[config.mk]
export PLATFORM = sky130hd
export DESIGN_NAME = jog_roi_positioner_top
export DESIGN_NICKNAME = d
export VERILOG_FILES = /design/src/jrp_pkg.sv /design/src/jrp_step.sv /design/src/jog_roi_positioner_top.sv
export SDC_FILE = /design/constraint.sdc
export NUM_CORES = 1
export LEC_CHECK = 0
export ABC_AREA = 0
export BUFFER_PORTS_ARGS = -buffer_cell sky130_fd_sc_hd__buf_2
export CORE_MARGIN = 2
export CORE_UTILIZATION = 30
export DETAILED_ROUTE_END_ITERATION = 6
export SLEW_MARGIN = 20
export SYNTH_ARGS = -nofsm -noshare
export SYNTH_HDL_FRONTEND = slang
export SYNTH_SLANG_ARGS = --single-unit
[constraint.sdc]
create_clock -name clk -period 8 [get_ports clk]
set_clock_uncertainty 0.1 [all_clocks]
set_input_delay 0.4 -clock clk [delete_from_list [all_inputs] [get_ports clk]]
set_output_delay 0.4 -clock clk [all_outputs]
set_load 0.01 [all_outputs]
[src/jrp_pkg.sv]
package jrp_pkg;

  localparam int COORD_W = 16;

  localparam logic signed [COORD_W-1:0] CRD_MAX = {1'b0, {(COORD_W-1){1'b1}}};
  localparam logic signed [COORD_W-1:0] CRD_MIN = {1'b1, {(COORD_W-1){1'b0}}};

  localparam logic [COORD_W:0] SLOW_STEP = (COORD_W+1)'(1);
  localparam logic [COORD_W:0] FAST_STEP = (COORD_W+1)'(10);

  typedef logic signed [COORD_W-1:0] coord_t;

  // request types
  localparam logic [1:0] REQ_TICK   = 2'd0;
  localparam logic [1:0] REQ_KEY    = 2'd1;
  localparam logic [1:0] REQ_TOGGLE = 2'd2;
  localparam logic [1:0] REQ_LOAD   = 2'd3;

  // command codes (pending command and last jog)
  localparam logic [3:0] CMD_NONE   = 4'd0;
  localparam logic [3:0] CMD_SLOW_L = 4'd1;
  localparam logic [3:0] CMD_SLOW_R = 4'd2;
  localparam logic [3:0] CMD_SLOW_U = 4'd3;
  localparam logic [3:0] CMD_SLOW_D = 4'd4;
  localparam logic [3:0] CMD_FAST_L = 4'd5;
  localparam logic [3:0] CMD_FAST_R = 4'd6;
  localparam logic [3:0] CMD_FAST_U = 4'd7;
  localparam logic [3:0] CMD_FAST_D = 4'd8;
  localparam logic [3:0] CMD_OK     = 4'd9;
  localparam logic [3:0] CMD_CANCEL = 4'd10;

  // jog button patterns
  localparam logic [3:0] BTN_UP    = 4'b0001;
  localparam logic [3:0] BTN_DOWN  = 4'b0010;
  localparam logic [3:0] BTN_LEFT  = 4'b0100;
  localparam logic [3:0] BTN_RIGHT = 4'b1000;
  localparam logic [3:0] BTN_UD    = 4'b0011;
  localparam logic [3:0] BTN_LR    = 4'b1100;

  // result status
  localparam logic [1:0] ST_MOVED     = 2'd0;
  localparam logic [1:0] ST_UNCHANGED = 2'd1;
  localparam logic [1:0] ST_ACCEPTED  = 2'd2;
  localparam logic [1:0] ST_CANCELLED = 2'd3;

  // register indexes
  localparam logic [2:0] REG_POINT_MODE   = 3'd0;
  localparam logic [2:0] REG_LIMIT_LEFT   = 3'd1;
  localparam logic [2:0] REG_LIMIT_TOP    = 3'd2;
  localparam logic [2:0] REG_LIMIT_RIGHT  = 3'd3;
  localparam logic [2:0] REG_LIMIT_BOTTOM = 3'd4;

  localparam coord_t LIMIT_RB_RESET = coord_t'(1023);

  typedef struct packed {
    logic   point_mode;
    coord_t limit_left;
    coord_t limit_top;
    coord_t limit_right;
    coord_t limit_bottom;
  } jrp_cfg_t;

  typedef struct packed {
    coord_t     left;
    coord_t     top;
    coord_t     right;
    coord_t     bottom;
    logic       resize;
    logic [3:0] pending;
    logic [3:0] last_jog;
    logic       finished;
  } jrp_state_t;

  typedef struct packed {
    logic [1:0] req_type;
    logic [3:0] jog_buttons;
    logic [3:0] key_cmd;
    coord_t     load_left;
    coord_t     load_top;
    coord_t     load_right;
    coord_t     load_bottom;
  } jrp_in_t;

  typedef struct packed {
    logic [1:0] status;
    coord_t     pos_left;
    coord_t     pos_top;
    coord_t     pos_right;
    coord_t     pos_bottom;
    logic       resize_active;
  } jrp_res_t;

  // Add or subtract a step and clamp to the signed coordinate range.
  function automatic coord_t sat_step(coord_t v, logic neg, logic fast);
    logic [COORD_W:0] ext;
    logic [COORD_W:0] stp;
    logic [COORD_W:0] sum;
    ext = {v[COORD_W-1], v};
    stp = fast ? FAST_STEP : SLOW_STEP;
    sum = neg ? (ext - stp) : (ext + stp);
    if (sum[COORD_W] != sum[COORD_W-1]) begin
      return sum[COORD_W] ? CRD_MIN : CRD_MAX;
    end
    return coord_t'(sum[COORD_W-1:0]);
  endfunction

endpackage

[src/jrp_step.sv]
module jrp_step (
  input  jrp_pkg::jrp_cfg_t   cfg_i,
  input  jrp_pkg::jrp_state_t state_i,
  input  jrp_pkg::jrp_in_t    req_i,
  output jrp_pkg::jrp_state_t state_o,
  output jrp_pkg::jrp_res_t   res_o
);
  import jrp_pkg::*;

  logic [3:0] c;
  logic [1:0] dir;
  logic       fast;
  logic       horiz;
  logic       neg;
  logic       is_move;
  logic       ok;
  coord_t     hx_lo, hx_hi, vy_lo, vy_hi;
  coord_t     nl, nt, nr, nb;
  logic       changed;
  logic [1:0] cmd_status;
  logic [3:0] jog;
  jrp_state_t nxt;
  logic [1:0] status;

  // Pending command applied at a tick.
  always_comb begin
    c       = state_i.pending;
    dir     = 2'(c - 4'd1);
    fast    = (c >= CMD_FAST_L);
    horiz   = !dir[1];
    neg     = !dir[0];
    is_move = (c >= CMD_SLOW_L) && (c <= CMD_FAST_D);

    hx_lo = (cfg_i.point_mode || !state_i.resize) ? state_i.left : state_i.right;
    hx_hi = cfg_i.point_mode ? state_i.left : state_i.right;
    vy_lo = (cfg_i.point_mode || !state_i.resize) ? state_i.top : state_i.bottom;
    vy_hi = cfg_i.point_mode ? state_i.top : state_i.bottom;

    if (horiz) begin
      ok = neg ? (hx_lo > cfg_i.limit_left) : (hx_hi < cfg_i.limit_right);
    end else begin
      ok = neg ? (vy_lo > cfg_i.limit_top) : (vy_hi < cfg_i.limit_bottom);
    end
    ok = ok && is_move;

    nl = state_i.left;
    nt = state_i.top;
    nr = state_i.right;
    nb = state_i.bottom;
    if (ok && horiz && (cfg_i.point_mode || !state_i.resize)) begin
      nl = sat_step(state_i.left, neg, fast);
    end
    if (ok && horiz && !cfg_i.point_mode) begin
      nr = sat_step(state_i.right, neg, fast);
    end
    if (ok && !horiz && (cfg_i.point_mode || !state_i.resize)) begin
      nt = sat_step(state_i.top, neg, fast);
    end
    if (ok && !horiz && !cfg_i.point_mode) begin
      nb = sat_step(state_i.bottom, neg, fast);
    end

    changed = (nl != state_i.left) || (nt != state_i.top) ||
              (nr != state_i.right) || (nb != state_i.bottom);

    if (c == CMD_OK) begin
      cmd_status = ST_ACCEPTED;
    end else if (c == CMD_CANCEL) begin
      cmd_status = ST_CANCELLED;
    end else if (changed) begin
      cmd_status = ST_MOVED;
    end else begin
      cmd_status = ST_UNCHANGED;
    end
  end

  // Button decode; opposite buttons go fast and keep the last direction.
  always_comb begin
    case (req_i.jog_buttons)
      BTN_UP:    jog = CMD_SLOW_U;
      BTN_DOWN:  jog = CMD_SLOW_D;
      BTN_LEFT:  jog = CMD_SLOW_L;
      BTN_RIGHT: jog = CMD_SLOW_R;
      BTN_UD:    jog = (state_i.last_jog inside {CMD_SLOW_D, CMD_FAST_D}) ?
                       CMD_FAST_D : CMD_FAST_U;
      BTN_LR:    jog = (state_i.last_jog inside {CMD_SLOW_R, CMD_FAST_R}) ?
                       CMD_FAST_R : CMD_FAST_L;
      default:   jog = CMD_NONE;
    endcase
  end

  always_comb begin
    nxt    = state_i;
    status = ST_UNCHANGED;
    unique case (req_i.req_type)
      REQ_TICK: begin
        if (!state_i.finished) begin
          status       = cmd_status;
          nxt.left     = nl;
          nxt.top      = nt;
          nxt.right    = nr;
          nxt.bottom   = nb;
          nxt.finished = cmd_status[1];
          nxt.pending  = jog;
          nxt.last_jog = jog;
        end
      end
      REQ_KEY: begin
        nxt.pending = (req_i.key_cmd <= CMD_CANCEL) ? req_i.key_cmd : CMD_NONE;
      end
      REQ_TOGGLE: begin
        nxt.resize  = !state_i.resize;
        nxt.pending = CMD_NONE;
      end
      REQ_LOAD: begin
        nxt.left     = req_i.load_left;
        nxt.top      = req_i.load_top;
        nxt.right    = req_i.load_right;
        nxt.bottom   = req_i.load_bottom;
        nxt.finished = 1'b0;
        nxt.pending  = CMD_NONE;
        nxt.last_jog = CMD_NONE;
        nxt.resize   = 1'b0;
        status       = ST_MOVED;
      end
    endcase
    state_o = nxt;

    res_o.status        = status;
    res_o.pos_left      = nxt.left;
    res_o.pos_top       = nxt.top;
    res_o.pos_right     = cfg_i.point_mode ? '0 : nxt.right;
    res_o.pos_bottom    = cfg_i.point_mode ? '0 : nxt.bottom;
    res_o.resize_active = cfg_i.point_mode ? 1'b0 : nxt.resize;
  end

endmodule

[src/jog_roi_positioner_top.sv]
// A result is registered in the output register, or in the skid entry while out_* stalls.
// Throughput: one request per cycle while in_ready is high; the whole step is a compare and add.
// A two-entry result buffer (output register plus skid) keeps in_ready high while one
// result waits, so in_ready drops only when both entries are full.
// Reset (rst_n low, synchronous): box at 0, move mode, no pending command, limits 0/0/1023/1023.
module jog_roi_positioner_top (
  input  logic                  clk,
  input  logic                  rst_n,
  // request channel
  input  logic                  in_valid,
  output logic                  in_ready,
  input  logic [1:0]            in_req_type,
  input  logic [3:0]            in_jog_buttons,
  input  logic [3:0]            in_key_cmd,
  input  jrp_pkg::coord_t       in_load_left,
  input  jrp_pkg::coord_t       in_load_top,
  input  jrp_pkg::coord_t       in_load_right,
  input  jrp_pkg::coord_t       in_load_bottom,
  // result channel
  output logic                  out_valid,
  input  logic                  out_ready,
  output logic [1:0]            out_status,
  output jrp_pkg::coord_t       out_pos_left,
  output jrp_pkg::coord_t       out_pos_top,
  output jrp_pkg::coord_t       out_pos_right,
  output jrp_pkg::coord_t       out_pos_bottom,
  output logic                  out_resize_active,
  // configuration port
  input  logic                  psel,
  input  logic                  penable,
  input  logic                  pwrite,
  input  logic [4:0]            paddr,
  input  logic [31:0]           pwdata,
  output logic [31:0]           prdata,
  output logic                  pready
);
  import jrp_pkg::*;

  jrp_cfg_t   cfg_r;
  jrp_state_t state_r;
  jrp_state_t state_nxt;
  jrp_in_t    req;
  jrp_res_t   res;
  jrp_res_t   out_r, out_nxt;
  jrp_res_t   skid_r;
  logic       out_valid_r, out_valid_nxt;
  logic       skid_valid_r, skid_valid_nxt;
  logic       push, pop;
  logic       cfg_wr;
  logic [2:0] reg_idx;

  // ---------------------------------------------------------------------------
  // Configuration: zero wait states, write on the access phase.
  // ---------------------------------------------------------------------------
  assign pready  = 1'b1;
  assign cfg_wr  = psel && penable && pwrite && pready;
  assign reg_idx = paddr[4:2];

  always_ff @(posedge clk) begin
    if (!rst_n) begin
      cfg_r.point_mode   <= 1'b0;
      cfg_r.limit_left   <= '0;
      cfg_r.limit_top    <= '0;
      cfg_r.limit_right  <= LIMIT_RB_RESET;
      cfg_r.limit_bottom <= LIMIT_RB_RESET;
    end else if (cfg_wr) begin
      unique case (reg_idx)
        REG_POINT_MODE:   cfg_r.point_mode   <= pwdata[0];
        REG_LIMIT_LEFT:   cfg_r.limit_left   <= coord_t'(pwdata[COORD_W-1:0]);
        REG_LIMIT_TOP:    cfg_r.limit_top    <= coord_t'(pwdata[COORD_W-1:0]);
        REG_LIMIT_RIGHT:  cfg_r.limit_right  <= coord_t'(pwdata[COORD_W-1:0]);
        REG_LIMIT_BOTTOM: cfg_r.limit_bottom <= coord_t'(pwdata[COORD_W-1:0]);
        default: ;  // drop writes outside the register map
      endcase
    end
  end

  // Read back; limits come back sign-extended.
  always_comb begin
    unique case (reg_idx)
      REG_POINT_MODE:   prdata = {31'd0, cfg_r.point_mode};
      REG_LIMIT_LEFT:   prdata = 32'(cfg_r.limit_left);
      REG_LIMIT_TOP:    prdata = 32'(cfg_r.limit_top);
      REG_LIMIT_RIGHT:  prdata = 32'(cfg_r.limit_right);
      REG_LIMIT_BOTTOM: prdata = 32'(cfg_r.limit_bottom);
      default:          prdata = '0;
    endcase
  end

  // ---------------------------------------------------------------------------
  // Request handling: state advances at every accepted request.
  // ---------------------------------------------------------------------------
  assign in_ready = !skid_valid_r;
  assign push     = in_valid && in_ready;
  assign pop      = out_valid_r && out_ready;

  assign req.req_type    = in_req_type;
  assign req.jog_buttons = in_jog_buttons;
  assign req.key_cmd     = in_key_cmd;
  assign req.load_left   = in_load_left;
  assign req.load_top    = in_load_top;
  assign req.load_right  = in_load_right;
  assign req.load_bottom = in_load_bottom;

  jrp_step u_step (
    .cfg_i   (cfg_r),
    .state_i (state_r),
    .req_i   (req),
    .state_o (state_nxt),
    .res_o   (res)
  );

  always_ff @(posedge clk) begin
    if (!rst_n) begin
      state_r <= '0;
    end else if (push) begin
      state_r <= state_nxt;
    end
  end

  // ---------------------------------------------------------------------------
  // Result buffer: output register with a skid entry behind it.
  // ---------------------------------------------------------------------------
  always_comb begin
    out_nxt        = out_r;
    out_valid_nxt  = out_valid_r;
    skid_valid_nxt = skid_valid_r;
    if (!out_valid_r || pop) begin
      // advance the skid entry, else take the new result directly
      if (skid_valid_r) begin
        out_nxt        = skid_r;
        out_valid_nxt  = 1'b1;
        skid_valid_nxt = 1'b0;
      end else begin
        out_nxt       = res;
        out_valid_nxt = push;
      end
    end else if (push) begin
      // output is stalled: park the new result
      skid_valid_nxt = 1'b1;
    end
  end

  always_ff @(posedge clk) begin
    if (!rst_n) begin
      out_valid_r  <= 1'b0;
      skid_valid_r <= 1'b0;
    end else begin
      out_valid_r  <= out_valid_nxt;
      skid_valid_r <= skid_valid_nxt;
    end
  end

  always_ff @(posedge clk) begin
    out_r <= out_nxt;
    if (push && out_valid_r && !pop) begin
      skid_r <= res;
    end
  end

  assign out_valid         = out_valid_r;
  assign out_status        = out_r.status;
  assign out_pos_left      = out_r.pos_left;
  assign out_pos_top       = out_r.pos_top;
  assign out_pos_right     = out_r.pos_right;
  assign out_pos_bottom    = out_r.pos_bottom;
  assign out_resize_active = out_r.resize_active;

  // ---------------------------------------------------------------------------
  // Assertions
  // ---------------------------------------------------------------------------
  a_skid_behind_out: assert property (@(posedge clk) disable iff (!rst_n)
    skid_valid_r |-> out_valid_r)
    else $error("skid entry held while output register is empty");

  a_finished_holds: assert property (@(posedge clk) disable iff (!rst_n)
    (push && in_req_type == REQ_TICK && state_r.finished) |=>
      ($stable(state_r.left) && $stable(state_r.top) &&
       $stable(state_r.right) && $stable(state_r.bottom)))
    else $error("tick moved the box after the session finished");

  a_load_restarts: assert property (@(posedge clk) disable iff (!rst_n)
    (push && in_req_type == REQ_LOAD) |=>
      (!state_r.finished && state_r.pending == CMD_NONE && !state_r.resize))
    else $error("load request did not restart the session");

endmodule
==> flow_metrics.py <==
metrics = {
    "synthesis": {
        "synth_nets": 2704,
        "synth.distinct_cells": 109,
        "yosys_warnings": 0,
        "seq_area_frac_synth_pct": 32.9,
        "synthArstFlopShare_pct": 0,
        "syn_avg_cell_area_um2": 8.51,
        "synthesis.area_um2": 20800,
        "synth_edf_count": 134,
        "synthFlopType": "dfxtp_1",
        "syn_inst": 2447,
        "ys_seq_elements": 275,
    },
    "timing": {
        "maxSlewViolCount": 0,
        "worstMarginPinSlew_ns": 1.04,
        "relSlewSlack_pct": 30.2,
        "whs_ns": 0.0260,
        "timing.final.crit_period_ns": 6.62,
        "finalSetupTns_ns": 0,
        "finalHoldViolCount": 0,
        "setup_viol": 0,
        "rsz0062_at_grt": "false",
        "max_freq_mhz": 151,
        "min_period_over_period_pct": 82.7,
    },
    "cells_and_area": {
        "final_core_util_pct": 34.4,
        "layout-drive-gt1-share_pct": 17.2,
        "syn_to_final_growth_pct": 13.3,
        "diodes": 0,
        "nets": 2791,
    },
    "clock_tree": {
        "cts_setup_buffers": 0,
        "cts_buffers": 35,
        "cts.htree.levels": 2,
        "cts-root-buf": "clkbuf_16",
        "cts.sinks": 275,
        "cts_tree": "built",
        "clkLatencyLatePin_ns": 0.57,
        "clk_pin_slew_worst_paths_ns": 0.06,
        "clk_path_buf_depth": 3,
    },
    "critical_path": {
        "max_stage_delay_ns": 0.79,
        "crit_path_max_fanout": 23,
        "arrival_ns": 6.91,
        "path_buf_inv": 1,
        "cp_slowest_cell": "o21ai_1",
        "path_class": "reg -> reg",
        "endpoint_kind": "flip-flop",
        "critical-path-top-delay-family": "compound AO/OA/AOI/OAI gates",
        "path_cells": "inv_1, ha_1, nand2b_1, a21oi_1, ha_1, or2_2, ha_1, fa_1, a211oi_1, o21ai_1, o21a_1, o21ai_1, a21oi_1, o31a_1, o31ai_1, o2111ai_1, a2111oi_0, nand3_1, o31ai_1",
        "worstPathRequired_ns": 8.29,
        "startpoint_type": "flip-flop",
        "worst_path_most_repeated_cell": "ha_1",
    },
    "placement": {
        "port-buffer-count": 200,
        "post-dp-hpwl_mm": 54.9,
        "gp_congestion": 0.950,
    },
    "power_and_ir_drop": {
        "p_total_mw": 4.69,
        "ir_drop_mv": 0.130,
        "power.density_nw_per_um2": 198,
        "p_leak_nw": 9.21,
    },
    "floorplan": {
        "die_w_um": 268,
        "die_h_um": 268,
        "start_util_pct": 30.3,
        "die_area_um2": 71600,
        "io_pins": 220,
        "rows": 96,
        "placeableCoreArea_um2": 68700,
    },
    "route": {
        "via_count": 19419,
        "drtIter0Drc": 1690,
        "finalWirelength_mm": 73.6,
        "drc_errors": 1,
        "avgRoutedWirePerCell_um": 21.1,
        "viasPerCell": 5.56,
        "ant_nets": 0,
        "first_pass_iters": 7,
    },
    "global_route": {
        "grtUsageTotal_pct": 20.0,
        "antenna_found_initial": 3,
        "grt_overflow": 0,
        "grt_max_degree": 80,
        "grt_pass1_vias": 17903,
        "grt_pass1_wl_mm": 110,
    },
    "run_status": {
        "outcome": "finished with violations",
        "violations": "design-rule violations",
    },
    "worst_hold_path": {
        "hold_class": "in -> reg",
    },
    "job": {
        "maxCapViolations": 0,
    },
}
[per-stage QoR]
| step | setup WS, ns | instance area (µm²) | instances |
|---|---|---|---|
| after detailed placement | 1.60 | 22400 | 3425 |
| after global placement | 1.69 | 22400 | 3425 |
| after CTS | 1.54 | 23600 | 3492 |
| final | 1.38 | 23600 | 3492 |
| after floorplan | 1.79 | 20800 | 2447 |
| after global routing | 0.996 | 23600 | 3492 |
[power by group]
part | internal [mW] | total, mW | leakage, nW | switching [mW]
sequential | 1.59 | 1.69 | 2.51 | 0.102
clock | 0.934 | 1.60 | 0.559 | 0.663
combinational | 0.539 | 1.40 | 6.15 | 0.859
total | 3.06 | 4.69 | 9.21 | 1.62
[path summary, 6_finish.rpt]
| kind | startpoint | endpoint | slack (ns) | cells past startpoint |
|---|---|---|---|---|
| setup / recovery | state_r[5]$_SDFFE_PN0P_ | skid_r[65]$_DFFE_PP_ | 1.38 | 19 |
| hold / removal | pwdata[12] | cfg_r[60]$_SDFFE_PN0P_ | 0.03 | 3 |
| setup reg to reg | state_r[5]$_SDFFE_PN0P_ | skid_r[65]$_DFFE_PP_ | 1.38 | 19 |
| hold reg to reg | cfg_r[54]$_SDFFE_PN0P_ | cfg_r[54]$_SDFFE_PN0P_ | 0.35 | 2 |
[Yosys cell counts (19+ instances only)]
library cell,number,share of area [%]
nand2_1,278,5.0
a21oi_1,205,4.9
o21ai_0,183,4.4
nor2_1,167,3.0
dfxtp_1,141,14
ha_1,135,8.1
edfxtp_1,134,19
inv_1,126,2.3
clkbuf_1,124,2.2
mux2_2,77,4.2
nor3_1,58,1.4
a22oi_1,49,1.8
o211ai_1,41,1.5
xnor2_1,41,1.7
a211oi_1,36,1.3
nand3_1,35,0.84
a221o_1,34,1.6
maj3_1,33,1.6
nor2b_1,31,0.93
and2_1,27,0.81
nand4_1,25,0.75
a21o_1,24,0.86
o221a_2,22,1.2
a31oi_1,19,0.57
buf_4,19,0.68
[flip-flops by register name, summed over array words and instances, names as in the netlist]
signal,count
cfg_r,65
out_resize_active,1
out_pos_bottom,16
state_r,74
skid_r,67
out_pos_top,16
out_valid,1
out_pos_left,16
skid_valid_r,1
out_pos_right,16
out_status,2
[cells by family (layout without fill, tap and decap cells)]
kind of cell | after synthesis | after routing | synth area share, %
adders and majority gates | 172 | 172 | 10.1
other | 1 | 1 | 0.0180
AOI/OAI and AO/OA | 815 | 815 | 26.7
DFF | 275 | 275 | 32.9
muxes | 101 | 101 | 5.46
buffers and inverters | 304 | 418 | 6.20
xor gates and xnor gates | 59 | 59 | 2.48
and+or+nand+nor | 720 | 720 | 16.2
[layout by cell type, fill, tap and decap left out, drive strengths merged, types with 83 or more instances in the layout]
master,instances
nand2,279
buf,223
a21oi,207
o21ai,201
nor2,168
dfxtp,141
ha,135
edfxtp,134
inv,132
mux2,83
[layer usage]
layer	wire length, µm	vias to the layer above	part of all wire [%]	track usage (%)
met5	35	-	0.048	0
met1	32700	9275	44	27.2
met3	5160	133	7.0	3.23
li1	-	9267	-	-
met4	2620	6	3.6	7.47
met2	33100	738	45	31.9
[layout make-up]
cell class | instances | area, µm²
fillers | 7284 | 45100
multi-input cells | 1868 | 12700
flip-flops and latches | 275 | 6850
repair buffers | 226 | 1200
well taps | 931 | 1160
clock buffers | 45 | 965
inverters | 128 | 480
clock inverters | 19 | 201
[worst reg2reg max path: cells and delay by family, from the launching register on]
kind | cells | cell delay, ns
AO/OA/AOI/OAI | 11 | 3.38
adder cells (fa/ha/maj) | 4 | 1.25
flip-flops | 1 | 0.73
AND/OR/NAND/NOR | 3 | 0.70
buffers and inverters | 1 | 0.28
[repair_timing]
action / in CTS / in global routing
resized for setup: 0 / 0
hold endpoints to repair: 5 / 0
hold buffers: 3 / 0
No activity file was read; power rests on OpenSTA's default activity.
